$ cat src/rtl/core/cfm_pkg.sv
// Shared types and constants of the capture frequency meter.
package cfm_pkg;

  localparam int CHANNEL_BITS = 2;
  localparam int CAPTURE_BITS = 16;
  localparam int PERIOD_BITS  = 16;
  localparam int FREQ_BITS    = 40;
  localparam int CLOCK_BITS   = 32;

  localparam logic [CLOCK_BITS-1:0] DEFAULT_CLOCK_HZ = 32'd44_000_000;

  typedef struct packed {
    logic busy;
    logic done;
  } div_status_t;

endpackage

$ cat src/rtl/core/cfm_cell.sv
// One bit cell of the dividend/quotient shift chain.
module cfm_cell (
  input  logic clk,
  input  logic load,
  input  logic load_bit,
  input  logic shift,
  input  logic shift_in,
  output logic q
);

  always_ff @(posedge clk) begin
    if (load) begin
      q <= load_bit;
    end else if (shift) begin
      q <= shift_in;
    end
  end

endmodule

$ cat src/rtl/core/cfm_divider.sv
// Bit-serial restoring divider built on a chain of one-bit cells.
module cfm_divider #(
  parameter int DIVIDEND_BITS = 40,
  parameter int DIVISOR_BITS  = 16
) (
  input  logic                      clk,
  input  logic                      rst,
  input  logic                      start,
  input  logic [DIVIDEND_BITS-1:0]  dividend,
  input  logic [DIVISOR_BITS-1:0]   divisor,
  output logic [DIVIDEND_BITS-1:0]  quotient,
  output cfm_pkg::div_status_t      status
);
  import cfm_pkg::*;

  localparam int CNT_W = $clog2(DIVIDEND_BITS + 1);

  logic [CNT_W-1:0]        count;
  logic                    done;
  logic [DIVISOR_BITS-1:0] dsr;
  logic [DIVISOR_BITS-1:0] rem;
  logic [DIVISOR_BITS-1:0] rem_next;
  logic [DIVISOR_BITS:0]   trial;
  logic [DIVISOR_BITS:0]   diff;
  logic                    qbit;
  logic                    step;
  logic [DIVIDEND_BITS-1:0] chain;

  assign step = (count != '0);

  // remainder step: shift in the top cell, subtract when it fits
  always_comb begin
    trial = {rem, chain[DIVIDEND_BITS-1]};
    diff  = trial - {1'b0, dsr};
    qbit  = (trial >= {1'b0, dsr});
    rem_next = qbit ? diff[DIVISOR_BITS-1:0] : trial[DIVISOR_BITS-1:0];
  end

  for (genvar i = 0; i < DIVIDEND_BITS; i++) begin : g_cell
    if (i == 0) begin : g_first
      cfm_cell u_cell (
        .clk      (clk),
        .load     (start),
        .load_bit (dividend[i]),
        .shift    (step),
        .shift_in (qbit),
        .q        (chain[i])
      );
    end else begin : g_rest
      cfm_cell u_cell (
        .clk      (clk),
        .load     (start),
        .load_bit (dividend[i]),
        .shift    (step),
        .shift_in (chain[i-1]),
        .q        (chain[i])
      );
    end
  end

  always_ff @(posedge clk) begin
    if (start) begin
      dsr <= divisor;
      rem <= '0;
    end else if (step) begin
      rem <= rem_next;
    end
  end

  always_ff @(posedge clk) begin
    if (rst) begin
      count <= '0;
      done  <= 1'b0;
    end else if (start) begin
      count <= CNT_W'(DIVIDEND_BITS);
      done  <= 1'b0;
    end else begin
      done <= (count == CNT_W'(1));
      if (step) begin
        count <= count - CNT_W'(1);
      end
    end
  end

  assign quotient    = chain;
  assign status.busy = step;
  assign status.done = done;

endmodule

$ cat src/rtl/core/capture_frequency_meter.sv
// Top level of the capture frequency meter.
//
// Input stream s_*: s_tuser carries the capture channel, s_tdata the 16-bit
// capture value. Each item yields one result on m_*: m_tdata holds the tick
// period since the channel's previous capture and the frequency
// clock * 2^FRACTION_BITS / period (truncated, saturated to 40 bits);
// m_tuser flags a zero period, for which the frequency reads 0.
// The cfg_* channel writes the counter clock in hertz; zero means 44 MHz.
// It is always ready; it must be written only while the block is idle, which the block itself does not enforce.
// The result is computed by the bit-serial divider, stepping one quotient
// bit per cycle along its cell chain, and is then registered in the output
// register. One item is in work at a time; a new item is taken only after
// the result has been moved into the output register.
// A finished result waits in the output register while m_tready is low;
// the next item can be accepted and divided meanwhile, and its result
// waits in the divider until the output register frees.
// Reset clears every channel's stored capture to zero, the clock register
// to zero and drops m_tvalid.
module capture_frequency_meter #(
  parameter int CHANNEL_COUNT = 4,
  parameter int COUNTER_BITS  = 16,
  parameter int FRACTION_BITS = 8
) (
  input  logic                               clk,
  input  logic                               rst,
  input  logic                               cfg_valid,
  output logic                               cfg_ready,
  input  logic [cfm_pkg::CLOCK_BITS-1:0]     cfg_data,   // timer_clock_hz
  input  logic                               s_tvalid,
  output logic                               s_tready,
  input  logic [cfm_pkg::CAPTURE_BITS-1:0]   s_tdata,    // capture_value
  input  logic [cfm_pkg::CHANNEL_BITS-1:0]   s_tuser,    // channel
  output logic                               m_tvalid,
  input  logic                               m_tready,
  output logic [55:0]                        m_tdata,    // period_ticks, frequency_q8
  output logic                               m_tuser     // zero_period
);
  import cfm_pkg::*;

  localparam int CH_W     = (CHANNEL_COUNT > 1) ? $clog2(CHANNEL_COUNT) : 1;
  localparam int DIV_BITS = CLOCK_BITS + FRACTION_BITS;

  localparam logic [1:0] ST_IDLE = 2'd0;
  localparam logic [1:0] ST_DIV  = 2'd1;
  localparam logic [1:0] ST_WAIT = 2'd2;

  logic [1:0]              state;
  logic [1:0]              state_next;
  logic [CLOCK_BITS-1:0]   timer_clock_hz;
  logic [COUNTER_BITS-1:0] prev_capture [CHANNEL_COUNT];
  logic [CH_W-1:0]         ch_idx;
  logic [COUNTER_BITS-1:0] cur;
  logic [COUNTER_BITS-1:0] period;
  logic [CLOCK_BITS-1:0]   clock_hz;
  logic [DIV_BITS-1:0]     dividend;
  logic [DIV_BITS-1:0]     quotient;
  logic [FREQ_BITS-1:0]    freq_val;
  div_status_t             div_stat;
  logic [PERIOD_BITS-1:0]  pend_period;
  logic                    pend_zero;
  logic                    in_accept;
  logic                    out_free;
  logic                    load_out;

  assign cfg_ready = 1'b1;
  assign s_tready  = (state == ST_IDLE);
  assign in_accept = s_tvalid && s_tready;
  assign out_free  = !m_tvalid || m_tready;

  always_comb begin
    if (CHANNEL_COUNT == 1) begin
      ch_idx = '0;
    end else if (32'(s_tuser) >= CHANNEL_COUNT) begin
      ch_idx = CH_W'(32'(s_tuser) - CHANNEL_COUNT);
    end else begin
      ch_idx = CH_W'(s_tuser);
    end
  end

  assign cur      = COUNTER_BITS'(s_tdata);
  assign period   = cur - prev_capture[ch_idx];
  assign clock_hz = (timer_clock_hz == '0) ? DEFAULT_CLOCK_HZ : timer_clock_hz;
  assign dividend = DIV_BITS'(clock_hz) << FRACTION_BITS;

  cfm_divider #(
    .DIVIDEND_BITS (DIV_BITS),
    .DIVISOR_BITS  (COUNTER_BITS)
  ) u_divider (
    .clk      (clk),
    .rst      (rst),
    .start    (in_accept),
    .dividend (dividend),
    .divisor  (period),
    .quotient (quotient),
    .status   (div_stat)
  );

  if (DIV_BITS > FREQ_BITS) begin : g_sat
    assign freq_val = (|quotient[DIV_BITS-1:FREQ_BITS]) ? '1 : quotient[FREQ_BITS-1:0];
  end else begin : g_nosat
    assign freq_val = FREQ_BITS'(quotient);
  end

  always_comb begin
    state_next = state;
    load_out   = 1'b0;
    unique case (state)
      ST_IDLE: begin
        if (in_accept) state_next = ST_DIV;
      end
      ST_DIV: begin
        if (div_stat.done) begin
          if (out_free) begin
            load_out   = 1'b1;
            state_next = ST_IDLE;
          end else begin
            state_next = ST_WAIT;
          end
        end
      end
      ST_WAIT: begin
        if (out_free) begin
          load_out   = 1'b1;
          state_next = ST_IDLE;
        end
      end
      default: state_next = ST_IDLE;
    endcase
  end

  always_ff @(posedge clk) begin
    if (rst) begin
      state          <= ST_IDLE;
      timer_clock_hz <= '0;
      m_tvalid       <= 1'b0;
      for (int i = 0; i < CHANNEL_COUNT; i++) begin
        prev_capture[i] <= '0;
      end
    end else begin
      state <= state_next;
      if (cfg_valid && cfg_ready) begin
        timer_clock_hz <= cfg_data;
      end
      if (in_accept) begin
        prev_capture[ch_idx] <= cur;
      end
      if (load_out) begin
        m_tvalid <= 1'b1;
      end else if (m_tready) begin
        m_tvalid <= 1'b0;
      end
    end
  end

  always_ff @(posedge clk) begin
    if (in_accept) begin
      pend_period <= PERIOD_BITS'(period);
      pend_zero   <= (period == '0);
    end
    if (load_out) begin
      m_tdata <= {(pend_zero ? '0 : freq_val), pend_period};
      m_tuser <= pend_zero;
    end
  end

  // a taken item always starts a division
  a_start_div: assert property (@(posedge clk) disable iff (rst)
    in_accept |=> (state == ST_DIV) && div_stat.busy)
    else $error("accepted item did not start the divider");

  a_done_in_div: assert property (@(posedge clk) disable iff (rst)
    div_stat.done |-> (state == ST_DIV))
    else $error("divider finished outside a division");

  a_idle_quiet: assert property (@(posedge clk) disable iff (rst)
    s_tready |-> !div_stat.busy)
    else $error("ready while the divider is busy");

  a_zero_freq: assert property (@(posedge clk) disable iff (rst)
    (m_tvalid && m_tuser) |-> (m_tdata[55:16] == '0))
    else $error("zero period with non-zero frequency");

endmodule
$ cat config.mk
export PLATFORM = sky130hd
export DESIGN_NAME = capture_frequency_meter
export DESIGN_NICKNAME = d
export VERILOG_FILES = /design/src/rtl/core/cfm_pkg.sv /design/src/rtl/core/cfm_cell.sv /design/src/rtl/core/cfm_divider.sv /design/src/rtl/core/capture_frequency_meter.sv
export SDC_FILE = /design/constraint.sdc
export NUM_CORES = 1
export LEC_CHECK = 0
export BUFFER_PORTS_ARGS = -buffer_cell sky130_fd_sc_hd__buf_2
export CAP_MARGIN = 20
export CORE_UTILIZATION = 54
export CTS_CLUSTER_SIZE = 12
export DETAILED_ROUTE_END_ITERATION = 7
export PLACE_DENSITY = 0.82
export SLEW_MARGIN = 40
export SYNTH_ARGS = -nofsm -noshare
export SYNTH_HDL_FRONTEND = slang
export SYNTH_SLANG_ARGS = --single-unit
$ cat constraint.sdc
create_clock -name clk -period 5.8 [get_ports clk]
set_input_delay 1.16 -clock clk [delete_from_list [all_inputs] [get_ports clk]]
set_output_delay 1.16 -clock clk [all_outputs]
set_load 0.02 [all_outputs]
== Yosys cells after proc, flatten, opt, wreduce, memory -nomap -nowiden ==
Memories as Yosys holds them, arrays and structs flattened.
Index checks and enable logic that the tools add are counted.

* Reduce and logical (&&, ||, !) cells: 12
* Order comparisons: 1
* Muxes and demuxes: 86
* Add/subtract/negate cells: 3
* Equal/unequal tests: 6

{| class="wikitable"
|+ Operators by type and width
! kind !! number
|-
| $mux 1 || 74
|-
| $logic_not 32->1 || 1
|-
| $mux 16 || 2
|-
| $mux 32 || 1
|-
| $sub 16x16->16 || 2
|-
| $ge 17x16->1 || 1
|-
| $logic_not 16->1 || 1
|-
| $reduce_or 16->1 || 1
|-
| $mux 6 || 2
|-
| $mux 2 || 5
|-
| $eq 6x1->1 const B || 1
|-
| $pmux 2 s3 || 1
|-
| $reduce_bool 6->1 || 1
|-
| $sub 6x1->6 const B || 1
|-
| $ne 2x1->1 const B || 2
|-
| $reduce_bool 2->1 || 2
|-
| $reduce_and 3->1 || 1
|-
| $eq 2x1->1 const B || 1
|-
| $eq 2x2->1 const B || 1
|-
| $logic_not 2->1 || 1
|-
| $ne 2x2->1 const B || 1
|-
| $pmux 1 s2 || 1
|-
| $reduce_or 2->1 || 1
|-
| $logic_and 1x1->1 || 1
|-
| 2 further kinds || 2
|}

* Register bits: 172
* Memories: 1
* Bits in writable memories: 64
* Output and inout port bits: 60

{| class="wikitable"
|+ Memory list
! memory !! depth !! width !! rd ports !! clocked after memory_dff !! wr ports !! RTL line !! RTL
|-
| prev_capture || 4 || 16 || 1 || 0 || 4 || capture_frequency_meter.sv:50 || <nowiki>logic [COUNTER_BITS-1:0] prev_capture [CHANNEL_COUNT];</nowiki>
|}

== Logic depth before layout (Yosys ltp) ==
* Depth in word-level cells: 7
* Mapped depth: 14
* Mapped depth without buffers: 12

== Modules after synthesis ==
From an unflattened synthesis, not the netlist that was laid out.

* Cells, all modules: 964
* Area, all modules: 12184.2 um2

{| class="wikitable"
|+ By module, submodules not included
! module !! instances !! area each (um2) !! cells each !! sequential area each (um2)
|-
| capture_frequency_meter || 1 || 7696.1 || 584 || 4844.6
|-
| cfm_divider || 1 || 2436.1 || 260 || 940.9
|-
| cfm_cell || 40 || 51.3 || 3 || 30.0
|}

== Worst setup path before layout ==
Ideal clock, no wire load.

* Kind: input-to-reg
* Start point: input s_tuser[0] (netlist name)
* End point: register pend_zero, data pin
* Path buffers: 2
* Setup slack: 0.818 ns
* Arrival time: 4.812 ns
* Stages on the path: 12
* Cell sequence: buf_1 buf_1 mux4_2 inv_1 ha_1 a2111oi_4 o21ai_2 and2_4 xor2_2 or4b_1 or4_1 nor4_2

* Cells in the longest elaborated chain, start to end: 3

{| class="wikitable"
|+ RTL lines
! element !! RTL line !! RTL
|-
| from (decl) || capture_frequency_meter.sv:32 || <nowiki>input logic [cfm_pkg::CHANNEL_BITS-1:0] s_tuser,</nowiki>
|-
| $mem_v2 4x16 || -- ||
|-
| $sub 16x16->16 || capture_frequency_meter.sv:81 || <nowiki>assign period = cur - prev_capture[ch_idx];</nowiki>
|-
| via period[8] || capture_frequency_meter.sv:53 || <nowiki>logic [COUNTER_BITS-1:0] period;</nowiki>
|-
| $logic_not 16->1 || capture_frequency_meter.sv:158 || <nowiki>pend_zero <= (period == '0);</nowiki>
|-
| to (signal assigned) || capture_frequency_meter.sv:158 ||
|-
| to (decl) || capture_frequency_meter.sv:60 || <nowiki>logic pend_zero;</nowiki>
|}

The timed path passes the listed nets, and every way through them passes these cells.
A chain may end at the register's enable or synchronous reset.

== Final worst setup path ==
Ends and elaborated chain as after synthesis.

==> summary.md <==
| Metric | Value |
|---|---|
| Mean Syn Cell Area | 11.8 µm² |
| All-Layer GR Usage | 20.8% |
| First-pass GRT wire length | 33.4 mm |
| Netlist Area Pre-Place | 0.0108 mm² |
| Unique masters post-synth | 64 |
| Clk sink count | ~240 |
| Synth area leader | edfxtp_1 |
| CTS root buf | clkbuf_16 |
| Die area | 0.0206 mm² |
| Critical Path End Type | flip-flop |
| Worst Path Max Fanout | 20 |
| Post-synthesis sequential area ratio | 59.3% |
| 1st-iter DRT viols | roughly 380 |
| Min-delay src | u_divider.dsr[14] |
| Final Skew | about 0.0086 ns |
| Fin. Hold Viols | 0 |
| Outcome | complete, no violations |
| Clock period minus worst slack | 4.21 ns |
| Number of max-cap violations | 0 |
| Layout cells sized above 1 | 18.1% |
| Core area | 0.0196 mm² |
| Most common cell after layout, fill and taps aside | edfxtp_1 |
| Initial antenna violation count | 0 |
| Critical Path RT | ~6.1 ns |
| Largest net degree at the start of global routing | 58 |
| Post-synth top area share | 47.1% |
| Setup CP Type | primary input to flip-flop |
| WL final | between 20 and 25 mm |
| Drt drc | 0 |
| P_leak | 5.06 nW |
| DR pass1 iterations | 5 |
| Reg2Reg Launch Point | prev_capture[1][0] |
| Final slew viol count | 0 |
| Highest clock rate | 0.238 GHz |
| I/O pins | 115 |
| Die height | 144 µm |
| Setup violations, final | 0 |
| Final Net Count | 1,115 |
| Via count | ~7.0k |
| Die width | 144 µm |
| CTS clk-pin slew, worst paths | 0.06 ns |
| Startpoint Class | primary input |
| Async set-reset flop share out of synthesis | 0% |
| CTS max path bufs | 3 |
| Fin Setup TNS | 0 ns |
| CTS tree | done |
| Synth Register Bits | 236 |
| Most frequent cells in the layout | 170 x edfxtp_1, 111 x buf_2, 92 x nand2_1 |
| Routability Congestion | around 0.85 |
| Main area contributors after synthesis | edfxtp_1 47%, dfxtp_1 12%, ha_1 4.2% |
| Row count | 51 |
| R2r setup slk | 2.51 ns |
| Max VDD drop | 0.273 mV |
| Mapped Cells | ~920 |
| Inst Count DP | 1,261 |
| Finished Layout Cells | 1,305 |
| Global route overflow | 0 |
| CP startpoint | s_tuser[0] |
| Unrepaired setup endpoints after global routing | no |
| Final Cycle Share | 72.5% |
| Min-delay worst type | flip-flop to flip-flop |
| Final ANT Viol Nets | 0 |
| Yosys warning count | 0 |
| Synth Net Count | 1,008 |
| Filler cells | 1,530 |
| Clk_lat worst skew | 0.52 ns |
| Dpl hpwl | 14.0 mm |
| Via/cell ratio | 5.37 |
| Max transition margin | 49.2% |
| Hold_buf cts | 0 |
| Initial Util | ~55% |
| Buffers on Ports | ~110 |
| Area growth, synth to finish | 14.5% |
| H-tree Lvls | 1 |
| Ys flop type | edfxtp_1 |
| Routed len/inst | 16.4 µm |
| Worst Tran Pin Value | 0.752 ns |
| Setup Buffers After CTS | 0 |
| Ant diodes | 0 |
| Crit path arrival time | ~4.6 ns |
| Vias in the first global route | 6,607 |
| PD cells | around 410 mW/mm² |
| CTS resizes | 0 |
| Post-synth EDFFs | 170 |
| CTS Buf Count | 24 |
-- metal layers --
metal	GRT usage, %	part of all wire [%]
met1	28.4	45
met2	34.4	48
met3	3.43	4.8
met4	5.77	2.0
met5	0	0
-- worst max-delay path: stages --
cell and delay [ns]:
buf_2 0.50, mux4_2 0.34, ha_1 0.16, inv_1 0.05
fa_1 0.42, a211oi_2 0.34, nor2_1 0.12, o21ai_1 0.13
nand2b_1 0.09, xor2_1 0.16, or4b_1 0.50, or4_1 0.42
nor4_2 0.14
-- cells by family (layout without fill, tap and decap cells) --
| logic type | Yosys count | in the layout | synth area share, % |
|---|---|---|---|
| flip-flops | 236 | 236 | 59.3 |
| AO/OA/AOI/OAI | 137 | 137 | 8.20 |
| XOR/XNOR | 26 | 26 | 2.17 |
| adder cells (fa/ha/maj) | 38 | 38 | 4.53 |
| buffers and inverters | 86 | 211 | 3.01 |
| AND/OR/NAND/NOR | 338 | 338 | 16.0 |
| multiplexers | 53 | 53 | 6.76 |
| other | 1 | 1 | 0.0346 |
-- final cells by class --
cell class	instances	area, µm²	area share [%]
clock inverters	2	46.3	0.373
multi-input cells	593	4090	33.0
well taps	265	332	2.67
repair buffers	124	653	5.26
clock buffers	42	698	5.63
inverters	43	161	1.30
flip-flops and latches	236	6430	51.8
-- through the flow --
step	utilization, %	area (µm²)	hold slack, ns	power (W)	setup slack (ns)
2_1_floorplan	-	10800	0.426	0.00336	0.818
3_3_place_gp	59.5	11700	0.441	0.00361	1.13
3_5_place_dp	59.5	11700	0.443	0.00367	1.07
4_1_cts	63.3	12400	0.457	0.00515	1.61
5_1_grt	63.3	12400	0.472	0.00542	1.42
6_report	63.3	12400	0.459	0.00512	1.59
-- worst paths after layout --
kind,end,cells after the start
min reg2reg,m_tdata[14],0
max reg2reg,pend_zero,12
min,m_tdata[14],0
max,pend_zero,13
-- registers in the layout, summed over array words and instances, names as in the netlist --
name and count:
m_tdata 56, u_divider.g_cell.g_first.u_cell.q 1, state 2, u_divider.count 6
pend_zero 1, u_divider.done 1, m_tvalid 1, u_divider.rem 16
m_tuser 1, u_divider.dsr 16, u_divider.g_cell.g_rest.u_cell.q 39, prev_capture 64
timer_clock_hz 32
-- report_power, final --
group	internal, W	switching (W)	total [W]	leakage [nW]
clock network	0.000857	0.000611	0.00147	0.356
logic	0.000572	0.000782	0.00135	2.46
registers	0.00215	0.000147	0.00230	2.24
-- cell usage after synthesis (4+ instances only) --
| library cell | n |
|---|---|
| edfxtp_1 | 170 |
| nand2_1 | 92 |
| and2_1 | 67 |
| dfxtp_1 | 66 |
| nor2_1 | 64 |
| a21oi_1 | 55 |
| nor2b_1 | 47 |
| inv_1 | 43 |
| clkbuf_1 | 36 |
| ha_1 | 36 |
| mux2i_1 | 36 |
| o21ai_0 | 25 |
| mux4_2 | 16 |
| nor3_1 | 15 |
| nor4_1 | 14 |
| xnor2_1 | 14 |
| o22a_1 | 11 |
| xor2_1 | 11 |
| nand3_1 | 7 |
| buf_1 | 6 |
| nand2b_1 | 6 |
| o21a_1 | 6 |
| a211oi_1 | 5 |
| a21o_1 | 4 |
| a31oi_1 | 4 |
| o31a_1 | 4 |
Power figures use the tool's default switching activity.
